[config.mk]
export PLATFORM = sky130hd
export DESIGN_NAME = four_digit_display_frame_blinker_flat
export DESIGN_NICKNAME = d
export VERILOG_FILES = /design/src/sv/fdfb_pkg.sv /design/src/sv/fdfb_if.sv /design/src/sv/four_digit_display_frame_blinker.sv /design/src/sv/fdfb_queue.sv /design/src/sv/fdfb_front.sv /design/src/sv/fdfb_back.sv /design/src/flat_wrapper.sv
export SDC_FILE = /design/constraint.sdc
export NUM_CORES = 1
export LEC_CHECK = 0
export BUFFER_PORTS_ARGS = -buffer_cell sky130_fd_sc_hd__buf_2
export CORE_UTILIZATION = 30
export DETAILED_ROUTE_END_ITERATION = 12
export PLACE_DENSITY = 0.45
export SLEW_MARGIN = 20
export SYNTH_ARGS = -nofsm -noshare
export SYNTH_HDL_FRONTEND = slang
export SYNTH_SLANG_ARGS = --single-unit
[constraint.sdc]
create_clock -name clk -period 14.1 [get_ports clk]
set_input_delay 2.115 -clock clk [delete_from_list [all_inputs] [get_ports clk]]
set_output_delay 2.115 -clock clk [all_outputs]
set_load 0.005 [all_outputs]
[src/sv/fdfb_pkg.sv]
// Package for the four-digit display frame blinker: constants, request codes,
// the internal command type passed from the front end to the back end.
// Depends on nothing.
package fdfb_pkg;

  localparam int DIGIT_SLOTS      = 4;
  localparam int ICON_SLOTS_DEF   = 8;
  localparam int PERIOD_WIDTH_DEF = 16;
  localparam int COLON_BIT        = 4;
  localparam int ICON_SHIFT       = 5;
  localparam int QUEUE_DEPTH      = 4;
  localparam int QPTR_W           = $clog2(QUEUE_DEPTH);

  localparam logic [3:0]  BLANK_CODE = 4'd15;
  localparam logic [15:0] NUM_MAX    = 16'd9999;

  // Request codes as seen on the input channel.
  localparam logic [3:0] REQ_CLEAR       = 4'd0;
  localparam logic [3:0] REQ_TIME        = 4'd1;
  localparam logic [3:0] REQ_NUMBER      = 4'd2;
  localparam logic [3:0] REQ_COLON       = 4'd3;
  localparam logic [3:0] REQ_ICONS       = 4'd4;
  localparam logic [3:0] REQ_ICON_EDIT   = 4'd5;
  localparam logic [3:0] REQ_BLINK_START = 4'd6;
  localparam logic [3:0] REQ_BLINK_STOP  = 4'd7;
  localparam logic [3:0] REQ_TICK        = 4'd8;

  typedef enum logic [2:0] {
    OP_LOAD_DIGITS,
    OP_CLEAR,
    OP_COLON,
    OP_ICONS,
    OP_ICON_EDIT,
    OP_BLINK_START,
    OP_BLINK_STOP,
    OP_TICK
  } op_t;

  typedef logic [3:0] digit_t;
  typedef digit_t [DIGIT_SLOTS-1:0] digits_t;

  // One classified command. Time and number requests both arrive as a
  // digit load; the colon update for a time request rides in set_colon.
  typedef struct packed {
    op_t         op;
    digits_t     digits;
    logic        set_colon;
    logic        flag;
    logic [7:0]  icons;
    logic [12:0] sel;
    logic [15:0] period;
  } cmd_t;

endpackage

[src/sv/fdfb_if.sv]
// Channel interfaces of the display frame blinker: request items in and
// frame items out, each with valid/ready. Depends on nothing.
interface fdfb_req_if;
  logic        valid;
  logic        ready;
  logic [3:0]  req_type;
  logic [4:0]  hours_in;
  logic [5:0]  minutes_in;
  logic [15:0] value_in;
  logic        pad_zeros;
  logic        enable_flag;
  logic [7:0]  icon_bits;
  logic [12:0] blink_select;
  logic [15:0] period_ticks;

  modport source (output valid, req_type, hours_in, minutes_in, value_in, pad_zeros,
                  enable_flag, icon_bits, blink_select, period_ticks, input ready);
  modport sink (input valid, req_type, hours_in, minutes_in, value_in, pad_zeros,
                enable_flag, icon_bits, blink_select, period_ticks, output ready);
  modport monitor (input valid, ready, req_type, hours_in, minutes_in, value_in,
                   pad_zeros, enable_flag, icon_bits, blink_select, period_ticks);
endinterface

interface fdfb_frame_if;
  logic       valid;
  logic       ready;
  logic [3:0] shown_d0;
  logic [3:0] shown_d1;
  logic [3:0] shown_d2;
  logic [3:0] shown_d3;
  logic       colon_lit;
  logic [7:0] icons_lit;

  modport source (output valid, shown_d0, shown_d1, shown_d2, shown_d3, colon_lit,
                  icons_lit, input ready);
  modport sink (input valid, shown_d0, shown_d1, shown_d2, shown_d3, colon_lit,
                icons_lit, output ready);
  modport monitor (input valid, ready, shown_d0, shown_d1, shown_d2, shown_d3,
                   colon_lit, icons_lit);
endinterface

[src/sv/four_digit_display_frame_blinker.sv]
// Top level of the four-digit display frame blinker. Instantiates the front
// end, the command queue and the back end; depends on fdfb_pkg and fdfb_if.
//
// Use: requests arrive on the req channel (valid/ready). Each item carries
// a request code and all operand fields; only those the code needs are used.
// Unknown codes are accepted and dropped. Frame items leave on the frame
// channel (valid/ready): four digit codes, the colon and the icon bits, with
// blinking parts hidden while the blink phase is invisible.
// Every frame-changing request and every phase toggle gives one frame item;
// ticks that only count down, and ticks while nothing blinks, give none.
// Throughput: one request per cycle while the queue is not full. The front end
// classifies the request and converts numbers to decimal in the cycle it is
// accepted, writing the result into a four-entry queue; the back end applies
// one command per cycle from that queue to the frame registers unless stalled.
// Path: each accepted request passes through the queue and then the output
// register before its frame item is valid on the frame channel.
// Stall: if the frame receiver holds ready low, the output register keeps
// its item, the back end stops, and the queue absorbs up to four requests
// before req.ready falls. Reset (rst, synchronous) empties the queue, drops
// any pending frame item and returns the frame to all blanks, no blinking.
module four_digit_display_frame_blinker #(
  parameter int ICON_SLOTS   = fdfb_pkg::ICON_SLOTS_DEF,
  parameter int PERIOD_WIDTH = fdfb_pkg::PERIOD_WIDTH_DEF
) (
  input  logic          clk,
  input  logic          rst,
  fdfb_req_if.sink      req,
  fdfb_frame_if.source  frame
);
  import fdfb_pkg::*;

  // Front end to queue.
  logic push;
  logic full;
  cmd_t push_cmd;

  // Queue to back end.
  logic pop;
  logic head_valid;
  cmd_t head_cmd;

  fdfb_front u_front (
    .req  (req),
    .full (full),
    .push (push),
    .cmd  (push_cmd)
  );

  fdfb_queue u_queue (
    .clk      (clk),
    .rst      (rst),
    .push     (push),
    .push_cmd (push_cmd),
    .full     (full),
    .pop      (pop),
    .valid    (head_valid),
    .head     (head_cmd)
  );

  // The back end owns all display state; it pops only when its output
  // register is empty or being emptied in the same cycle.
  fdfb_back #(
    .ICON_SLOTS   (ICON_SLOTS),
    .PERIOD_WIDTH (PERIOD_WIDTH)
  ) u_back (
    .clk       (clk),
    .rst       (rst),
    .cmd_valid (head_valid),
    .cmd       (head_cmd),
    .pop       (pop),
    .frame     (frame)
  );

endmodule

[src/sv/fdfb_queue.sv]
// Short command queue between front and back end of the frame blinker.
// Depends on fdfb_pkg for the command type and the queue depth.
module fdfb_queue (
  input  logic          clk,
  input  logic          rst,
  input  logic          push,
  input  fdfb_pkg::cmd_t push_cmd,
  output logic          full,
  input  logic          pop,
  output logic          valid,
  output fdfb_pkg::cmd_t head
);
  import fdfb_pkg::*;

  cmd_t              slots [QUEUE_DEPTH];
  logic [QPTR_W-1:0] wr_ptr;
  logic [QPTR_W-1:0] rd_ptr;
  logic [QPTR_W:0]   count;

  assign full  = (count == (QPTR_W+1)'(QUEUE_DEPTH));
  assign valid = (count != '0);
  assign head  = slots[rd_ptr];

  always_ff @(posedge clk) begin
    if (push) begin
      slots[wr_ptr] <= push_cmd;
    end
  end

  always_ff @(posedge clk) begin
    if (rst) begin
      wr_ptr <= '0;
      rd_ptr <= '0;
      count  <= '0;
    end else begin
      if (push) begin
        wr_ptr <= (wr_ptr == QPTR_W'(QUEUE_DEPTH - 1)) ? '0 : wr_ptr + 1'b1;
      end
      if (pop) begin
        rd_ptr <= (rd_ptr == QPTR_W'(QUEUE_DEPTH - 1)) ? '0 : rd_ptr + 1'b1;
      end
      case ({push, pop})
        2'b10:   count <= count + 1'b1;
        2'b01:   count <= count - 1'b1;
        default: count <= count;
      endcase
    end
  end

endmodule

[src/sv/fdfb_front.sv]
// Front end of the frame blinker: accepts request items, drops unknown codes
// and turns time and number requests into digit codes. Depends on fdfb_pkg.
module fdfb_front (
  fdfb_req_if.sink       req,
  input  logic           full,
  output logic           push,
  output fdfb_pkg::cmd_t cmd
);
  import fdfb_pkg::*;

  // Divisions by constants through reciprocal multiplication; exact for
  // every argument below 16384.
  function automatic logic [10:0] div10(input logic [13:0] x);
    logic [27:0] p;
    p = 28'(x) * 28'd6554;
    return p[26:16];
  endfunction

  function automatic logic [7:0] div100(input logic [13:0] x);
    logic [27:0] p;
    p = 28'(x) * 28'd5243;
    return p[26:19];
  endfunction

  function automatic logic [4:0] div1000(input logic [13:0] x);
    logic [27:0] p;
    p = 28'(x) * 28'd8389;
    return p[27:23];
  endfunction

  function automatic logic [13:0] mul10(input logic [13:0] x);
    return (x << 3) + (x << 1);
  endfunction

  logic        known;
  logic [10:0] hrs_tens;
  logic [10:0] min_tens;
  logic [13:0] num;
  logic [4:0]  q1000;
  logic [7:0]  q100;
  logic [10:0] q10;
  digits_t     time_digits;
  digits_t     num_digits;

  assign req.ready = !full;
  assign push      = req.valid && !full && known;

  always_comb begin
    hrs_tens = div10(14'(req.hours_in));
    min_tens = div10(14'(req.minutes_in));
    time_digits[0] = hrs_tens[3:0];
    time_digits[1] = 4'(14'(req.hours_in) - mul10(14'(hrs_tens)));
    time_digits[2] = min_tens[3:0];
    time_digits[3] = 4'(14'(req.minutes_in) - mul10(14'(min_tens)));
  end

  // Leading digits are blank while the remaining quotient is zero, unless padded.
  always_comb begin
    num   = (req.value_in > NUM_MAX) ? NUM_MAX[13:0] : req.value_in[13:0];
    q1000 = div1000(num);
    q100  = div100(num);
    q10   = div10(num);
    num_digits[0] = (req.pad_zeros || q1000 != '0) ? q1000[3:0] : BLANK_CODE;
    num_digits[1] = (req.pad_zeros || q100 != '0)
                    ? 4'(14'(q100) - mul10(14'(q1000))) : BLANK_CODE;
    num_digits[2] = (req.pad_zeros || q10 != '0)
                    ? 4'(14'(q10) - mul10(14'(q100))) : BLANK_CODE;
    num_digits[3] = 4'(num - mul10(14'(q10)));
  end

  always_comb begin
    known         = 1'b1;
    cmd.op        = OP_TICK;
    cmd.digits    = time_digits;
    cmd.set_colon = 1'b0;
    cmd.flag      = req.enable_flag;
    cmd.icons     = req.icon_bits;
    cmd.sel       = req.blink_select;
    cmd.period    = req.period_ticks;
    case (req.req_type)
      REQ_CLEAR:       cmd.op = OP_CLEAR;
      REQ_TIME: begin
        cmd.op        = OP_LOAD_DIGITS;
        cmd.set_colon = 1'b1;
      end
      REQ_NUMBER: begin
        cmd.op     = OP_LOAD_DIGITS;
        cmd.digits = num_digits;
      end
      REQ_COLON:       cmd.op = OP_COLON;
      REQ_ICONS:       cmd.op = OP_ICONS;
      REQ_ICON_EDIT:   cmd.op = OP_ICON_EDIT;
      REQ_BLINK_START: cmd.op = OP_BLINK_START;
      REQ_BLINK_STOP:  cmd.op = OP_BLINK_STOP;
      REQ_TICK:        cmd.op = OP_TICK;
      default:         known  = 1'b0;
    endcase
  end

endmodule

[src/sv/fdfb_back.sv]
// Back end of the frame blinker: holds the frame and blink state, applies
// commands and registers the masked frame. Depends on fdfb_pkg.
module fdfb_back #(
  parameter int ICON_SLOTS   = fdfb_pkg::ICON_SLOTS_DEF,
  parameter int PERIOD_WIDTH = fdfb_pkg::PERIOD_WIDTH_DEF
) (
  input  logic           clk,
  input  logic           rst,
  input  logic           cmd_valid,
  input  fdfb_pkg::cmd_t cmd,
  output logic           pop,
  fdfb_frame_if.source   frame
);
  import fdfb_pkg::*;

  digits_t                 digits, digits_next;
  logic                    colon, colon_next;
  logic [ICON_SLOTS-1:0]   icons, icons_next;
  logic [12:0]             sel, sel_next;
  logic [PERIOD_WIDTH-1:0] period, period_next;
  logic [PERIOD_WIDTH-1:0] countdown, countdown_next;
  logic                    phase, phase_next;
  logic                    emit;

  logic                    out_valid;
  digits_t                 out_digits;
  logic                    out_colon;
  logic [7:0]              out_icons;

  logic [PERIOD_WIDTH-1:0] period_in;
  logic [ICON_SLOTS-1:0]   icons_in;
  logic                    hide;
  digits_t                 show_digits;
  logic                    show_colon;
  logic [ICON_SLOTS-1:0]   show_icons;

  assign pop = cmd_valid && (!out_valid || frame.ready);

  assign period_in = PERIOD_WIDTH'(cmd.period);
  assign icons_in  = cmd.icons[ICON_SLOTS-1:0];

  always_comb begin
    digits_next    = digits;
    colon_next     = colon;
    icons_next     = icons;
    sel_next       = sel;
    period_next    = period;
    countdown_next = countdown;
    phase_next     = phase;
    emit           = 1'b1;
    case (cmd.op)
      OP_CLEAR: begin
        digits_next = {DIGIT_SLOTS{BLANK_CODE}};
        colon_next  = 1'b0;
        icons_next  = '0;
      end
      OP_LOAD_DIGITS: begin
        digits_next = cmd.digits;
        if (cmd.set_colon) begin
          colon_next = cmd.flag;
        end
      end
      OP_COLON:     colon_next = cmd.flag;
      OP_ICONS:     icons_next = icons_in;
      OP_ICON_EDIT: icons_next = cmd.flag ? (icons | icons_in) : (icons & ~icons_in);
      OP_BLINK_START: begin
        sel_next       = cmd.sel;
        period_next    = (period_in == '0) ? PERIOD_WIDTH'(1) : period_in;
        countdown_next = period_next;
        phase_next     = 1'b1;
      end
      OP_BLINK_STOP: begin
        sel_next   = '0;
        phase_next = 1'b1;
      end
      OP_TICK: begin
        if (sel == '0) begin
          emit = 1'b0;
        end else if (countdown <= PERIOD_WIDTH'(1)) begin
          phase_next     = !phase;
          countdown_next = period;
        end else begin
          countdown_next = countdown - 1'b1;
          emit           = 1'b0;
        end
      end
      default: emit = 1'b0;
    endcase
  end

  // Masking is applied to the state as it stands after the command.
  always_comb begin
    hide = (sel_next != '0) && !phase_next;
    for (int k = 0; k < DIGIT_SLOTS; k++) begin
      show_digits[k] = (hide && sel_next[k]) ? BLANK_CODE : digits_next[k];
    end
    show_colon = colon_next && !(hide && sel_next[COLON_BIT]);
    show_icons = icons_next & ~(hide ? sel_next[ICON_SHIFT +: ICON_SLOTS] : '0);
  end

  always_ff @(posedge clk) begin
    if (rst) begin
      digits    <= {DIGIT_SLOTS{BLANK_CODE}};
      colon     <= 1'b0;
      icons     <= '0;
      sel       <= '0;
      period    <= PERIOD_WIDTH'(1);
      countdown <= '0;
      phase     <= 1'b1;
      out_valid <= 1'b0;
    end else begin
      if (pop) begin
        digits    <= digits_next;
        colon     <= colon_next;
        icons     <= icons_next;
        sel       <= sel_next;
        period    <= period_next;
        countdown <= countdown_next;
        phase     <= phase_next;
      end
      if (pop && emit) begin
        out_valid <= 1'b1;
      end else if (frame.ready) begin
        out_valid <= 1'b0;
      end
    end
  end

  always_ff @(posedge clk) begin
    if (pop && emit) begin
      out_digits <= show_digits;
      out_colon  <= show_colon;
      out_icons  <= 8'(show_icons);
    end
  end

  assign frame.valid     = out_valid;
  assign frame.shown_d0  = out_digits[0];
  assign frame.shown_d1  = out_digits[1];
  assign frame.shown_d2  = out_digits[2];
  assign frame.shown_d3  = out_digits[3];
  assign frame.colon_lit = out_colon;
  assign frame.icons_lit = out_icons;

endmodule

[src/flat_wrapper.sv]
// flat-port wrapper written by rule: the top's interface ports become plain ports
module four_digit_display_frame_blinker_flat import fdfb_pkg::*;
#(
  parameter int ICON_SLOTS   = fdfb_pkg::ICON_SLOTS_DEF,
  parameter int PERIOD_WIDTH = fdfb_pkg::PERIOD_WIDTH_DEF
)
  (clk, rst, req_valid, req_req_type, req_hours_in, req_minutes_in, req_value_in, req_pad_zeros, req_enable_flag, req_icon_bits, req_blink_select, req_period_ticks, req_ready, frame_valid, frame_shown_d0, frame_shown_d1, frame_shown_d2, frame_shown_d3, frame_colon_lit, frame_icons_lit, frame_ready);
  fdfb_req_if req_i ();
  fdfb_frame_if frame_i ();
  input  logic clk;
  input  logic rst;
  input wire logic [$bits(req_i.valid)-1:0] req_valid;
  input wire logic [$bits(req_i.req_type)-1:0] req_req_type;
  input wire logic [$bits(req_i.hours_in)-1:0] req_hours_in;
  input wire logic [$bits(req_i.minutes_in)-1:0] req_minutes_in;
  input wire logic [$bits(req_i.value_in)-1:0] req_value_in;
  input wire logic [$bits(req_i.pad_zeros)-1:0] req_pad_zeros;
  input wire logic [$bits(req_i.enable_flag)-1:0] req_enable_flag;
  input wire logic [$bits(req_i.icon_bits)-1:0] req_icon_bits;
  input wire logic [$bits(req_i.blink_select)-1:0] req_blink_select;
  input wire logic [$bits(req_i.period_ticks)-1:0] req_period_ticks;
  output wire logic [$bits(req_i.ready)-1:0] req_ready;
  output wire logic [$bits(frame_i.valid)-1:0] frame_valid;
  output wire logic [$bits(frame_i.shown_d0)-1:0] frame_shown_d0;
  output wire logic [$bits(frame_i.shown_d1)-1:0] frame_shown_d1;
  output wire logic [$bits(frame_i.shown_d2)-1:0] frame_shown_d2;
  output wire logic [$bits(frame_i.shown_d3)-1:0] frame_shown_d3;
  output wire logic [$bits(frame_i.colon_lit)-1:0] frame_colon_lit;
  output wire logic [$bits(frame_i.icons_lit)-1:0] frame_icons_lit;
  input wire logic [$bits(frame_i.ready)-1:0] frame_ready;
  assign req_i.valid = req_valid;
  assign req_i.req_type = req_req_type;
  assign req_i.hours_in = req_hours_in;
  assign req_i.minutes_in = req_minutes_in;
  assign req_i.value_in = req_value_in;
  assign req_i.pad_zeros = req_pad_zeros;
  assign req_i.enable_flag = req_enable_flag;
  assign req_i.icon_bits = req_icon_bits;
  assign req_i.blink_select = req_blink_select;
  assign req_i.period_ticks = req_period_ticks;
  assign req_ready = req_i.ready;
  assign frame_valid = frame_i.valid;
  assign frame_shown_d0 = frame_i.shown_d0;
  assign frame_shown_d1 = frame_i.shown_d1;
  assign frame_shown_d2 = frame_i.shown_d2;
  assign frame_shown_d3 = frame_i.shown_d3;
  assign frame_colon_lit = frame_i.colon_lit;
  assign frame_icons_lit = frame_i.icons_lit;
  assign frame_i.ready = frame_ready;
  four_digit_display_frame_blinker #(.ICON_SLOTS(ICON_SLOTS), .PERIOD_WIDTH(PERIOD_WIDTH)) u_core (.clk(clk), .rst(rst), .req(req_i), .frame(frame_i));
endmodule
; ---- Word-level counts from Yosys, hierarchy flattened
; Memories as Yosys holds them, arrays and structs flattened. A register that Yosys moved wholly into a read port is not among the register bits.
; Index checks and enable logic that the tools add are counted.
[classes]
mux = 34
bitwise = 5
multipliers = 5
n_addsub = 15
reduce_logical = 37
n_eq_ne = 21
order_cmp = 2
[ops]
columns = cell, n
row1 = 2-to-1 mux 16 bit, 4
row2 = case mux 16 bit (2 select lines), 2
row3 = multiplier 14 x 14 -> 28 bit (second input constant), 1
row4 = multiplier 14 x 13 -> 27 bit (second input constant), 1
row5 = multiplier 14 x 12 -> 26 bit (second input constant), 1
row6 = case mux 13 bit (2 select lines), 1
row7 = case mux 8 bit (3 select lines), 1
row8 = case mux 3 bit (7 select lines), 1
row9 = subtractor 4 bit, 5
row10 = multiplier 6 x 12 -> 18 bit (second input constant), 1
row11 = multiplier 5 x 12 -> 17 bit (second input constant), 1
row12 = adder 4 bit, 4
row13 = AND 8 bit, 2
row14 = == test 4 x 3 -> 1 bit (second input constant), 4
row15 = greater-than comparator 16 x 14 -> 1 bit (second input constant), 1
row16 = <= comparator 16 x 1 -> 1 bit (second input constant), 1
row17 = logical NOT 16 bit, 1
row18 = 2-to-1 mux 8 bit, 2
row19 = NOT 8 bit, 2
row20 = subtractor 16 x 1 -> 16 bit (second input constant), 1
row21 = == test 3 bit (second input constant), 5
row22 = 2-to-1 mux 14 bit, 1
row23 = logical NOT 13 bit, 1
row24 = nonzero test 13 bit, 1
row25 = 33 further kinds, 74
[word_totals]
out_inout_bits = 27
memories = 1
inputBits = 74
mem_bits_rw = 232
register_bits = 104
[memory_table]
columns = memory, words, word_bits, rd, rd_ports_with_merged_regs, write_ports, line_no
row1 = u_core.u_queue.slots, 4, 58, 1, 1, 1, fdfb_queue.sv:15  ; cmd_t slots [QUEUE_DEPTH];

; ---- Depth between registers and ports, before layout
[logic_depth]
ltp_word = 9
depth_mapped = 29

; ---- By module
; From an unflattened synthesis, not the netlist that was laid out.
[hier_totals]
hier_cells = 2070
hier_area_um2 = 24232.0
[by_module_without_submodules]
columns = mod, area_per_inst_um2, cells_each, instances
row1 = fdfb_front, 10408.7, 1171, 1
row2 = fdfb_queue, 8833.5, 347, 1
row3 = fdfb_back, 4989.8, 552, 1

; ---- Worst setup path before layout
; Ideal clock, no wire load.
[synth_path]
kind = input to register
from = in req_value_in[5]
to = mem u_core.u_queue.slots[0][43] (netlist bit) (data pin)
arrival_time_ps = 8195
n_path_buf = 2
path_stages = 25
setup_ps = 192
path_slack_ps = 5712
path_cell_list = buf_6 nor4_4 o211a_4 clkbuf_1 nand2_1 inv_1 ha_1 inv_1 fa_1 inv_1 fa_1 fa_1 inv_1 fa_1 inv_1 ha_1 nand2_1 or4_1 nor3_1 o221a_4 o21a_1 o221ai_1 a2111oi_2 a31oi_1 a22oi_1
[synth_rtl]
columns = element, line_no
row1 = from (decl), flat_wrapper.sv:16  ; input wire logic [$bits(req_i.value_in)-1:0] req_value_in;
row2 = to (decl), fdfb_queue.sv:15

==> results.md <==
- Clock latency on the worst-skew pair: 510 ps
- Worst path required time: 14,390 ps
- First-pass GRT wire length: 97,940 um
- Cell family with most CP delay: adder cells
- WHS Endpoint: u_core.u_back.period[14]$_SDFFE_PP0P_
- Crit-path slowest cell: nor2_1
- Worst Path Arrival: 9630 ps
- Fin nets: 2,733
- Post-synthesis async set-or-reset flop share: 0%
- IO buf count: 100
- Largest net degree at the start of global routing: 80
- Synthesized cell area: 0.02395 sq mm
- Critical path type: input pin to flop
- Final Hold Fails: 0
- Row Count: 103
- R2R depth: 8
- Fillers: 7,928
- Die W: 284.5 um
- Status: finished clean
- R2R setup slack: 9400 ps
- WHS Path Cells: 2
- Clock sink count: 338
- Max Clk Rate: 107.0 MHz
- Sequential-to-total area share from yosys stat: 39.00%
- DRC viols: 0
- Pwr Density: 182.4 mW/mm^2
- Grt ovf: 0
- Post-CTS Setup Inserts: 0
- RSZ-0062 raised after global routing: false
- Post-DP Area: 0.02567 sq mm
- Synth-to-Final Area Change: 12.20%
- VDD IR max: 0.1390 mV
- First-pass DRT Iterations: 5
- Area occupied by multi-input gates: 0.01319 sq mm
- Slew headroom: 30.39%
- Register area: 0.009344 sq mm
- Final setup viols: 0
- Share of cells above drive strength 1: 11.66%
- Worst Tran Pin Value: 1042 ps
- Post-route cell area: 0.02687 sq mm
- FF+latch count, synth: 338
- Vias/cell: 4.895
- Fin Setup TNS: 0 ps
- DPL Wire Length: 47,290 um
- H-tree depth: 2
- Worst Path Buf+Inv: 5
- Commonest non-fill, non-tap cells in the layout: 315 x inv_1, 311 x ha_1, 257 x edfxtp_1
- Final Max Slew Viols: 0
- Synth Area per Inst: 11.28 sq um
- IO Pins: 101
- CTS max path bufs: 3
- CTS Buf Count: 36
- Distinct cell type count of the synthesized netlist: 80
- Total track usage: 15.45%
- Root Buffer Master: clkbuf_16
- Die Area: 0.08096 sq mm
- Critical hold path startpoint: u_core.u_back.period[14]$_SDFFE_PP0P_
- Period utilisation layout: 66.27%
- Worst min path class: flop to flop
- Max-capacitance violation count: 0
- Most common cell after layout, fill and taps aside: inv_1
- Crit path from: req_value_in[5]
- Core area: 0.07900 sq mm
- Post-CTS sizing: 0
- Post-CTS Hold Fix Bufs: 0
- Worst Clk Skew: 10.08 ps
- Top FF cell, synth: edfxtp_1
- Reg2reg end: u_core.u_back.digits[13]$_SDFFE_PP1P_
- Worst path max stage delay: 640 ps
- CP startpoint kind: input pin
- Final ANT Viol Nets: 0
- Via count: 16,110
- CTS tree: done
- CP Capture Type: flop
- Min Tclk post-route: 9344 ps
- Initial antenna violation count: 2
- Synth Instances: 2,123
- GPL Wtd Cong: 0.8690
- Initial Util: 30.31%
- Ys Warns: 0
- Leak pwr: 11.31 nW
- CP Max Fanout: 9
- Wire per inst: 19.01 um
- Die Y: 284.5 um
- Vias in the first global route: 16,950
- Synth Net Count: 2,643
- EDFF count, synth: 257
- CTS clk-pin slew, worst paths: 60 ps
- Drt total wl: 62,540 um
- Initial DRC Count: 782
worst max-delay path by stage:
stage,end,depth (start not counted),slack (ps)
5_1_grt,u_core.u_queue.slots[3][50]$_DFFE_PP_,23,4510
3_5_place_dp,u_core.u_queue.slots[0][47]$_DFFE_PP_,28,4330
3_3_place_gp,u_core.u_queue.slots[0][50]$_DFFE_PP_,23,4690
6_report,u_core.u_queue.slots[3][50]$_DFFE_PP_,28,4760
2_1_floorplan,u_core.u_queue.slots[0][43]$_DFFE_PP_,25,5710
4_1_cts,u_core.u_queue.slots[3][50]$_DFFE_PP_,28,4880
registers in the layout, summed over array words and instances (netlist names), named ones only:
signal	flops
u_core.u_back.sel	13
u_core.u_queue.count	3
u_core.u_back.frame.shown_d1	4
u_core.u_back.frame.shown_d3	4
u_core.u_back.digits	16
u_core.u_queue.slots	232
u_core.u_queue.rd_ptr	2
u_core.u_back.icons	8
u_core.u_back.frame.shown_d2	4
u_core.u_back.colon	1
u_core.u_queue.wr_ptr	2
u_core.u_back.period	16
u_core.u_back.countdown	16
u_core.u_back.frame.icons_lit	8
u_core.u_back.frame.colon_lit	1
u_core.u_back.phase	1
u_core.u_back.frame.shown_d0	4
u_core.u_back.frame.valid	1
logic make-up after synthesis:
family,after synthesis,share of synthesized area (%)
AO/OA/AOI/OAI,362,10.12
XOR/XNOR,70,2.618
adder cells (fa/ha/maj),446,27.53
buffers and inverters,383,6.113
flip-flops,338,39.00
multiplexers,68,5.784
AND/OR/NAND/NOR,456,8.835
worst reg2reg max path: stages (launching register included):
cell,delay [ps]
dfxtp_4,650
buf_4,810
mux4_2,650
clkinv_1,660
nand2_1,1040
nor2_1,230
a21oi_1,220
nor2_1,70
a211o_1,270
metrics by stage:
stage | setup WS, ps | power (W) | std cells | util (%) | hold slack (ps)
2_1_floorplan | 5712 | 0.003235 | 2123 | - | 433.2
3_3_place_gp | 4685 | 0.003972 | 3225 | 32.49 | 442.2
3_5_place_dp | 4327 | 0.003996 | 3225 | 32.49 | 447.7
4_1_cts | 4875 | 0.004975 | 3289 | 34.01 | 456.9
5_1_grt | 4505 | 0.005329 | 3290 | 34.01 | 473.6
6_report | 4756 | 0.004902 | 3290 | 34.01 | 455.5
layout make-up:
cell class                      instances  share of cell area (%)
Antenna cell                            1                0.009313
Inverter                              317                   4.428
Tap cell                             1050                   4.889
Clock buffer                           49                   3.800
Clock inverter                         15                  0.6612
Timing Repair Buffer                  118                   2.366
Multi-Input combinational cell       1402                   49.07
Sequential cell                       338                   34.78
routing by layer:
layer | global-route usage [%] | vias up | wire length (um)
li1 | - | 7700 | -
met1 | 21.00 | 7976 | 29300
met2 | 26.21 | 351 | 29780
met3 | 1.581 | 78 | 2187
met4 | 3.858 | 0 | 1281
met5 | 0 | - | 0
synthesized netlist by cell type, types with 10 or more instances:
cell type | number | area (sq um)
dfxtp_1 | 81 | 1622
a211o_1 | 21 | 183.9
nor3_1 | 20 | 100.1
o21ai_0 | 38 | 190.2
edfxtp_1 | 257 | 7717
nor2_1 | 157 | 589.3
nand2_1 | 148 | 555.5
xnor2_1 | 40 | 350.3
a21o_1 | 17 | 127.6
a32o_1 | 10 | 100.1
xor2_1 | 29 | 254.0
nor4_1 | 13 | 81.33
or2_2 | 10 | 62.56
and2_1 | 15 | 93.84
a21oi_1 | 135 | 675.7
nand3_1 | 22 | 110.1
mux4_2 | 56 | 1261
a211oi_1 | 44 | 330.3
inv_1 | 315 | 1182
o211ai_1 | 13 | 97.59
nand2b_1 | 12 | 75.07
fa_1 | 135 | 2703
clkbuf_1 | 51 | 191.4
ha_1 | 311 | 3891
report_power, final:
part           switching (W)  leakage, nW  internal [W]  total, W
Clock               0.000372        0.579      0.000580  0.000952
Sequential          0.000111         3.01       0.00128   0.00139
Combinational        0.00154         7.72       0.00102   0.00256
Total                0.00202         11.3       0.00288   0.00490
Power figures use the tool's default switching activity.
